===== config.mk =====
export PLATFORM = sky130hd
export DESIGN_NAME = http_get_request_checker_core
export DESIGN_NICKNAME = d
export VERILOG_FILES = /design/src/rtl/hgrc_pkg.sv /design/src/rtl/http_get_request_checker_core.sv /design/src/rtl/hgrc_step.sv
export VERILOG_INCLUDE_DIRS = /design/src /design/src/rtl
export SDC_FILE = /design/constraint.sdc
export NUM_CORES = 1
export LEC_CHECK = 0
export BUFFER_PORTS_ARGS = -buffer_cell sky130_fd_sc_hd__buf_2
export CORE_MARGIN = 10
export CORE_UTILIZATION = 35
export DETAILED_ROUTE_END_ITERATION = 12
export PLACE_DENSITY = 0.62
export RECOVER_POWER = 25
export REMOVE_ABC_BUFFERS = 1
export SLEW_MARGIN = 20
export SYNTH_ARGS = -nofsm -noshare
export SYNTH_HDL_FRONTEND = slang
export SYNTH_SLANG_ARGS = --single-unit

===== constraint.sdc =====
create_clock -name clk_i -period 3 [get_ports clk_i]
set_input_delay 0.3 -clock clk_i [delete_from_list [all_inputs] [get_ports clk_i]]
set_output_delay 0.3 -clock clk_i [all_outputs]
set_load 0.05 [all_outputs]

===== src/rtl/http_get_request_checker_core_defines.svh =====
// Assertion macros for the HTTP GET request checker core.
// Used by the top level only; depends on clk_i and rst_ni being in scope.
`ifndef HTTP_GET_REQUEST_CHECKER_CORE_DEFINES_SVH
`define HTTP_GET_REQUEST_CHECKER_CORE_DEFINES_SVH

// Property that must hold at every clock edge outside reset.
`define HGRC_ASSERT(lbl, prop) \
  lbl: assert property (@(posedge clk_i) disable iff (!rst_ni) (prop)) \
    else $error("hgrc assertion failed");

// Condition now implies a consequence at the next clock edge.
`define HGRC_ASSERT_NEXT(lbl, ante, cons) \
  lbl: assert property (@(posedge clk_i) disable iff (!rst_ni) (ante) |=> (cons)) \
    else $error("hgrc assertion failed");

`endif


===== src/rtl/hgrc_pkg.sv =====
// Types, byte constants and helper functions for the HTTP GET request checker.
// No dependencies; imported by hgrc_step and the top level.
package hgrc_pkg;

  // Parser phase.
  typedef enum logic [1:0] {
    PH_REQLINE,
    PH_HEADERS,
    PH_VALID,
    PH_BAD
  } phase_e;

  // Field of the request line that is being read.
  typedef enum logic [2:0] {
    FS_METHOD,
    FS_GAP1,
    FS_URL,
    FS_GAP2,
    FS_VERSION,
    FS_FAILED
  } field_e;

  typedef struct packed {
    phase_e     phase;
    field_e     field;
    logic [3:0] match_pos;
    logic       cr_pending;
    logic       has_content;
    logic       zero_seen;
  } parse_state_t;

  typedef struct packed {
    logic [1:0] status;
    logic       line_end;
  } result_t;

  localparam parse_state_t PARSE_RESET = '{
    phase:       PH_REQLINE,
    field:       FS_METHOD,
    match_pos:   4'd0,
    cr_pending:  1'b0,
    has_content: 1'b0,
    zero_seen:   1'b0
  };

  // Status codes.
  localparam logic [1:0] STATUS_MORE = 2'd0;
  localparam logic [1:0] STATUS_OK   = 2'd1;
  localparam logic [1:0] STATUS_BAD  = 2'd2;

  // Bytes with a special meaning.
  localparam logic [7:0] BYTE_CR  = 8'h0d;
  localparam logic [7:0] BYTE_LF  = 8'h0a;
  localparam logic [7:0] BYTE_SP  = 8'h20;
  localparam logic [7:0] BYTE_TAB = 8'h09;
  localparam logic [7:0] BYTE_NUL = 8'h00;

  localparam logic [3:0] METHOD_LEN  = 4'd3;
  localparam logic [3:0] VERSION_LEN = 4'd8;

  // Map upper-case letters to lower case.
  function automatic logic [7:0] fold_case(input logic [7:0] b);
    if (b >= 8'h41 && b <= 8'h5a) begin
      return b + 8'd32;
    end
    return b;
  endfunction

  function automatic logic is_blank(input logic [7:0] b);
    return (b == BYTE_SP) || (b == BYTE_TAB);
  endfunction

  // Lower-case text of the method, "get".
  function automatic logic [7:0] method_char(input logic [1:0] idx);
    logic [7:0] c;
    case (idx)
      2'd0:    c = 8'h67;
      2'd1:    c = 8'h65;
      2'd2:    c = 8'h74;
      default: c = BYTE_NUL;
    endcase
    return c;
  endfunction

  // Lower-case text of the version, "http/1.1".
  function automatic logic [7:0] version_char(input logic [2:0] idx);
    logic [7:0] c;
    case (idx)
      3'd0:    c = 8'h68;
      3'd1:    c = 8'h74;
      3'd2:    c = 8'h74;
      3'd3:    c = 8'h70;
      3'd4:    c = 8'h2f;
      3'd5:    c = 8'h31;
      3'd6:    c = 8'h2e;
      3'd7:    c = 8'h31;
      default: c = BYTE_NUL;
    endcase
    return c;
  endfunction

endpackage


===== src/rtl/http_get_request_checker_core.sv =====
// HTTP GET request checker: one status result for each request byte.
// Each accepted byte passes the input register, then the result register (or the skid entry first).
// Throughput: one byte per cycle while the skid entry is free; the parser state loop is a single register.
// A two-entry output buffer keeps input flowing while the output stalls, until the skid entry is full.
// Reset (rst_ni low, asynchronous) empties all stages and restarts the parser.
// Depends on hgrc_pkg, hgrc_step and http_get_request_checker_core_defines.svh.
`include "http_get_request_checker_core_defines.svh"

module http_get_request_checker_core import hgrc_pkg::*; (
  input  logic       clk_i,
  input  logic       rst_ni,
  input  logic       in_valid_i,
  output logic       in_ready_o,
  input  logic [7:0] data_byte_i,
  input  logic       new_request_i,
  output logic       out_valid_o,
  input  logic       out_ready_i,
  output logic [1:0] status_o,
  output logic       line_end_o
);

  logic         in_v_q;
  logic [7:0]   byte_q;
  logic         new_q;
  logic         in_take;
  logic         stage_go;
  logic         pop;
  parse_state_t state_q;
  parse_state_t state_d;
  result_t      res_d;
  logic         out_v_q;
  result_t      out_q;
  logic         skid_v_q;
  result_t      skid_q;

  // The stage moves when the skid entry is free to catch its item.
  assign stage_go   = in_v_q && !skid_v_q;
  assign in_ready_o = !in_v_q || stage_go;
  assign in_take    = in_valid_i && in_ready_o;
  assign pop        = out_v_q && out_ready_i;

  // Input register.
  always_ff @(posedge clk_i or negedge rst_ni) begin
    if (!rst_ni) begin
      in_v_q <= 1'b0;
    end else if (in_ready_o) begin
      in_v_q <= in_valid_i;
    end
  end

  always_ff @(posedge clk_i) begin
    if (in_take) begin
      byte_q <= data_byte_i;
      new_q  <= new_request_i;
    end
  end

  hgrc_step u_step (
    .state_i       (state_q),
    .data_byte_i   (byte_q),
    .new_request_i (new_q),
    .state_o       (state_d),
    .result_o      (res_d)
  );

  // Parser state advances once per byte.
  always_ff @(posedge clk_i or negedge rst_ni) begin
    if (!rst_ni) begin
      state_q <= PARSE_RESET;
    end else if (stage_go) begin
      state_q <= state_d;
    end
  end

  // Result register with a skid entry behind it.
  always_ff @(posedge clk_i or negedge rst_ni) begin
    if (!rst_ni) begin
      out_v_q  <= 1'b0;
      skid_v_q <= 1'b0;
    end else if (out_v_q && !pop) begin
      if (stage_go) begin
        skid_v_q <= 1'b1;
      end
    end else if (skid_v_q) begin
      out_v_q  <= 1'b1;
      skid_v_q <= stage_go;
    end else begin
      out_v_q <= stage_go;
    end
  end

  always_ff @(posedge clk_i) begin
    if (out_v_q && !pop) begin
      if (stage_go) begin
        skid_q <= res_d;
      end
    end else if (skid_v_q) begin
      out_q <= skid_q;
      if (stage_go) begin
        skid_q <= res_d;
      end
    end else if (stage_go) begin
      out_q <= res_d;
    end
  end

  assign out_valid_o = out_v_q;
  assign status_o    = out_q.status;
  assign line_end_o  = out_q.line_end;

  // The skid entry only fills behind a waiting result.
  `HGRC_ASSERT(a_skid_behind_out, !skid_v_q || out_v_q)
  // A stalled result with a byte in flight must catch it in the skid entry.
  `HGRC_ASSERT_NEXT(a_skid_catch, out_v_q && !out_ready_i && stage_go, skid_v_q)
  // Every result carries one of the defined status codes.
  `HGRC_ASSERT(a_status_code, !out_v_q || out_q.status == STATUS_MORE || out_q.status == STATUS_OK || out_q.status == STATUS_BAD)
  // Once final, the parser leaves its phase only on a new-request mark.
  `HGRC_ASSERT_NEXT(a_final_holds,
                    stage_go && !new_q && (state_q.phase == PH_VALID || state_q.phase == PH_BAD),
                    state_q.phase == $past(state_q.phase))

endmodule


===== src/rtl/hgrc_step.sv =====
// Next-state and result logic of the request parser for one byte.
// Purely combinational; depends on hgrc_pkg.
module hgrc_step import hgrc_pkg::*; (
  input  parse_state_t state_i,
  input  logic [7:0]   data_byte_i,
  input  logic         new_request_i,
  output parse_state_t state_o,
  output result_t      result_o
);

  parse_state_t cur;
  parse_state_t nxt;
  logic [7:0]   folded;
  logic         blank;
  logic         line_end;

  assign folded = fold_case(data_byte_i);
  assign blank  = is_blank(data_byte_i);

  always_comb begin
    // A new-request mark restarts the parser before this byte is taken.
    cur      = new_request_i ? PARSE_RESET : state_i;
    nxt      = cur;
    line_end = 1'b0;

    if (cur.phase == PH_VALID || cur.phase == PH_BAD) begin
      // Final status holds until the next new request.
      nxt = cur;
    end else if (cur.cr_pending) begin
      if (data_byte_i == BYTE_LF) begin
        // End of a line: judge it, then clear the per-line state.
        line_end = 1'b1;
        nxt      = PARSE_RESET;
        if (cur.phase == PH_REQLINE) begin
          if (cur.field == FS_VERSION && cur.match_pos == VERSION_LEN) begin
            nxt.phase = PH_HEADERS;
          end else begin
            nxt.phase = PH_BAD;
          end
        end else if (!cur.has_content) begin
          nxt.phase = PH_VALID;
        end else begin
          nxt.phase = cur.phase;
        end
      end else begin
        nxt.phase = PH_BAD;
      end
    end else if (data_byte_i == BYTE_CR) begin
      nxt.cr_pending = 1'b1;
    end else if (data_byte_i == BYTE_LF) begin
      nxt.phase = PH_BAD;
    end else if (cur.zero_seen) begin
      // The rest of the line is hidden.
      nxt = cur;
    end else if (data_byte_i == BYTE_NUL) begin
      nxt.zero_seen = 1'b1;
    end else begin
      nxt.has_content = 1'b1;
      if (cur.phase == PH_REQLINE) begin
        // Walk the fields of the request line.
        case (cur.field)
          FS_METHOD: begin
            if (blank) begin
              if (cur.match_pos == METHOD_LEN) begin
                nxt.field     = FS_GAP1;
                nxt.match_pos = 4'd0;
              end else begin
                nxt.field = FS_FAILED;
              end
            end else if (cur.match_pos < METHOD_LEN &&
                         folded == method_char(cur.match_pos[1:0])) begin
              nxt.match_pos = cur.match_pos + 4'd1;
            end else begin
              nxt.field = FS_FAILED;
            end
          end
          FS_GAP1: begin
            if (!blank) begin
              nxt.field = FS_URL;
            end
          end
          FS_URL: begin
            if (blank) begin
              nxt.field = FS_GAP2;
            end
          end
          FS_GAP2: begin
            if (!blank) begin
              if (folded == version_char(3'd0)) begin
                nxt.field     = FS_VERSION;
                nxt.match_pos = 4'd1;
              end else begin
                nxt.field     = FS_FAILED;
                nxt.match_pos = 4'd0;
              end
            end
          end
          FS_VERSION: begin
            if (cur.match_pos < VERSION_LEN &&
                folded == version_char(cur.match_pos[2:0])) begin
              nxt.match_pos = cur.match_pos + 4'd1;
            end else begin
              nxt.field = FS_FAILED;
            end
          end
          default: begin
            nxt.field = cur.field;
          end
        endcase
      end
    end
  end

  // Status follows the phase after this byte.
  always_comb begin
    case (nxt.phase)
      PH_VALID: result_o.status = STATUS_OK;
      PH_BAD:   result_o.status = STATUS_BAD;
      default:  result_o.status = STATUS_MORE;
    endcase
    result_o.line_end = line_end;
  end

  assign state_o = nxt;

endmodule


==> results.toml <==
[place]
dp_cells = 320
portBuffers = 17
place.detailed.hpwl_mm = 4.03
globalplace.congestion = 0.912

[cts]
cts_max_level = 2
insertion_delay_ps = 290
root_buffer = "clkbuf_8"
cts_buffers = 5
clock-sinks = 30
clk_pin_slew_ps = 70
cts_tree = "built"
cts_buffer_depth = 2

[pwr]
power_leakage_uw = 0.000953
vdd_drop_max_mv = 0.289
p_per_area_nw_per_um2 = 513

[grt]
grtUsageTotal_pct = 10.6
grt_pass1_vias = 1761
grt-ovfl-total = 0
grt_max_degree = 20
antenna_found_initial = 0
grt_first_pass_wirelength_mm = 8.69

[synthesis]
synth_xor_area_share_pct = 2.82
synth_top_area_cell = "edfxtp_1"
ys_ff_latch = 30
yosys-top-cells-count = "a21oi_1 (19), nand2_1 (19), nor2_1 (19)"
synth_fa_ha_area_share_pct = 3.45
async_reset_ff_share_pct = 50.0
synth-warning-count = 0
synth_mux_area_share_pct = 1.95
synthSimpleGateAreaFrac_pct = 25.0
synth-edff-count = 15
synth_ff_type = "edfxtp_1"
syn_area_um2 = 2180
synth_seq_area_share_pct = 37.9
synth_top_area_share_pct = 20.7
synthTopCellsByArea = "edfxtp_1 (21%), dfrtp_1 (17%), a21oi_1 (4.4%)"
synth_top_family_by_area = "simple AND/OR/NAND/NOR gates"
synth_compound_gate_area_share_pct = 24.5
syn_inst = 234
synth_cell_types = 63
avgSynthCellArea_um2 = 9.30

[timing]
fin_tns_setup_ps = 0
maxSlewViolCount = 0
setup-violations-final = 0
fin_crit_sh_pct = 88.6
min_period_ps = 2660
rsz0062_at_grt = "no"
skew_ps = 9.81
tightest_slew_ps = 891
slew_headroom_pct = 40.6
hold_viol = 0
max_freq_mhz = 376

[detailed_routing]
avgRoutedWirePerCell_um = 16.2
ant_nets = 0
dr.first_iter.drc_count = 189
first_pass_iters = 4
wirelength_mm = 5.33
viasPerCell = 5.65
drc = 0
via_count = 1860

[final_layout]
fillers = 585
fin_cells = 329
multi_input_comb_area_um2 = 1260
n_antenna_cell = 0
drive_above_1_share_pct = 18.5
area_growth_syn_to_layout_pct = 11.9
seqCellArea_um2 = 826
num-nets-final = 272

[floorplanning]
die-area_um2 = 9780
die_w_um = 98.9
start_util_pct = 36.3
core_area_um2 = 5990
row_count = 28
die_y_um = 98.9
num_io_pins = 18

[worst_setup_path]
worstSetupPathType = "register to register"
worstSetupStartpointType = "register"
cp-end-kind = "register"
worstPathRequired_ps = 3170
path_max_fanout = 10
cp.arrival_ps = 2830

[worst_hold_path]
hold_class = "input pin to register"

[job]
drv_cap = 0

[outcome]
status = "complete, no violations"
## final cells by class
cell class,count,area share [%]
clock inverter,2,0.616
inverter,9,1.39
sequential,30,33.9
timing repair buffer,24,5.70
tap,75,3.85
multi-input combinational,183,51.6
clock buffer,6,2.98
## worst max-delay path: stages, from the launching register on
cell,delay [ps]
edfxtp_1,550
ha_1,360
nor3_1,310
o221ai_4,170
a2111oi_2,550
o211ai_1,170
nand2_1,110
a21oi_1,70
a211o_1,270
## state kept, by name, summed over array words and instances (netlist names)
| signal | cells |
|---|---|
| line_end_o | 1 |
| byte_q | 8 |
| skid_v_q | 1 |
| status_o | 2 |
| new_q | 1 |
| state_q | 12 |
| out_valid_o | 1 |
| in_v_q | 1 |
| skid_q | 3 |
## per-stage QoR
step / total power [uW] / hold WS (ps) / worst slack [ps] / util, % / instance area, um^2
2_1_floorplan: 821 / 4.41 / 330 / - / 2120
3_3_place_gp: 922 / 245 / 410 / 39.1 / 2340
3_5_place_dp: 926 / 239 / 365 / 39.1 / 2340
4_1_cts: 1260 / 174 / 349 / 40.7 / 2440
5_1_grt: 1320 / 172 / 128 / 40.7 / 2440
6_report: 1250 / 181 / 342 / 40.7 / 2440
## report_power, final
group          total (uW)  internal (uW)  switching, uW
Sequential            548            483           65.4
Combinational         371            151            220
Clock                 329            163            166
Total                1250            797            452
## path summary, 6_finish.rpt
path	startpoint	endpoint	slack, ps	depth (start not counted)
worst min-delay path	data_byte_i[0]	byte_q[0]$_DFFE_PP_	180	1
worst max-delay path	byte_q[6]$_DFFE_PP_	state_q[7]$_DFFE_PN0P_	340	8
worst max register to register	byte_q[6]$_DFFE_PP_	state_q[7]$_DFFE_PN0P_	340	8
max in group asynchronous	rst_ni	state_q[1]$_DFFE_PN0P_	1800	2
worst min register to register	state_q[1]$_DFFE_PN0P_	state_q[1]$_DFFE_PN0P_	510	1
min in group asynchronous	rst_ni	state_q[2]$_DFFE_PN0P_	650	2
## cell families (layout without fill, tap and decap cells)
kind of cell / count (synthesis) / after routing
adder cells (fa/ha/maj): 6 / 6
buffers and inverters: 21 / 41
XOR/XNOR: 7 / 7
flip-flops: 30 / 30
AO/OA/AOI/OAI: 74 / 74
multiplexers: 4 / 4
AND/OR/NAND/NOR: 92 / 92
## layout by cell type (no fill, tap or decap), drive strengths merged, types with 3 or more instances in the layout
cell type   n
buf        22
a21oi      21
nand2      20
nor2       20
o21ai      16
edfxtp     15
dfrtp      15
inv         9
nand2b      9
clkbuf      7
xnor2       6
ha          6
nor2b       5
nor3        5
a211oi      4
a21o        4
nand3       4
o211ai      4
o221ai      4
or4         3
or3         3
and3        3
o211a       3
nor4        3
nor4b       3
## per-layer routing
| metal | routed length [um] | global-route usage [%] | vias to the layer above |
|---|---|---|---|
| met3 | 309 | 2.93 | 9 |
| met5 | 0 | 0 | - |
| met4 | 82 | 3.75 | 0 |
| met1 | 2460 | 13.5 | 891 |
| li1 | - | - | 915 |
| met2 | 2470 | 16.8 | 45 |
## repair_timing
item	4_1_cts	5_1_grt
gates resized for setup	0	0
setup buffers	0	0
hold buffers	1	0
endpoints found under the hold margin	15	0
Note: power is estimated with default switching activity, not from simulation.
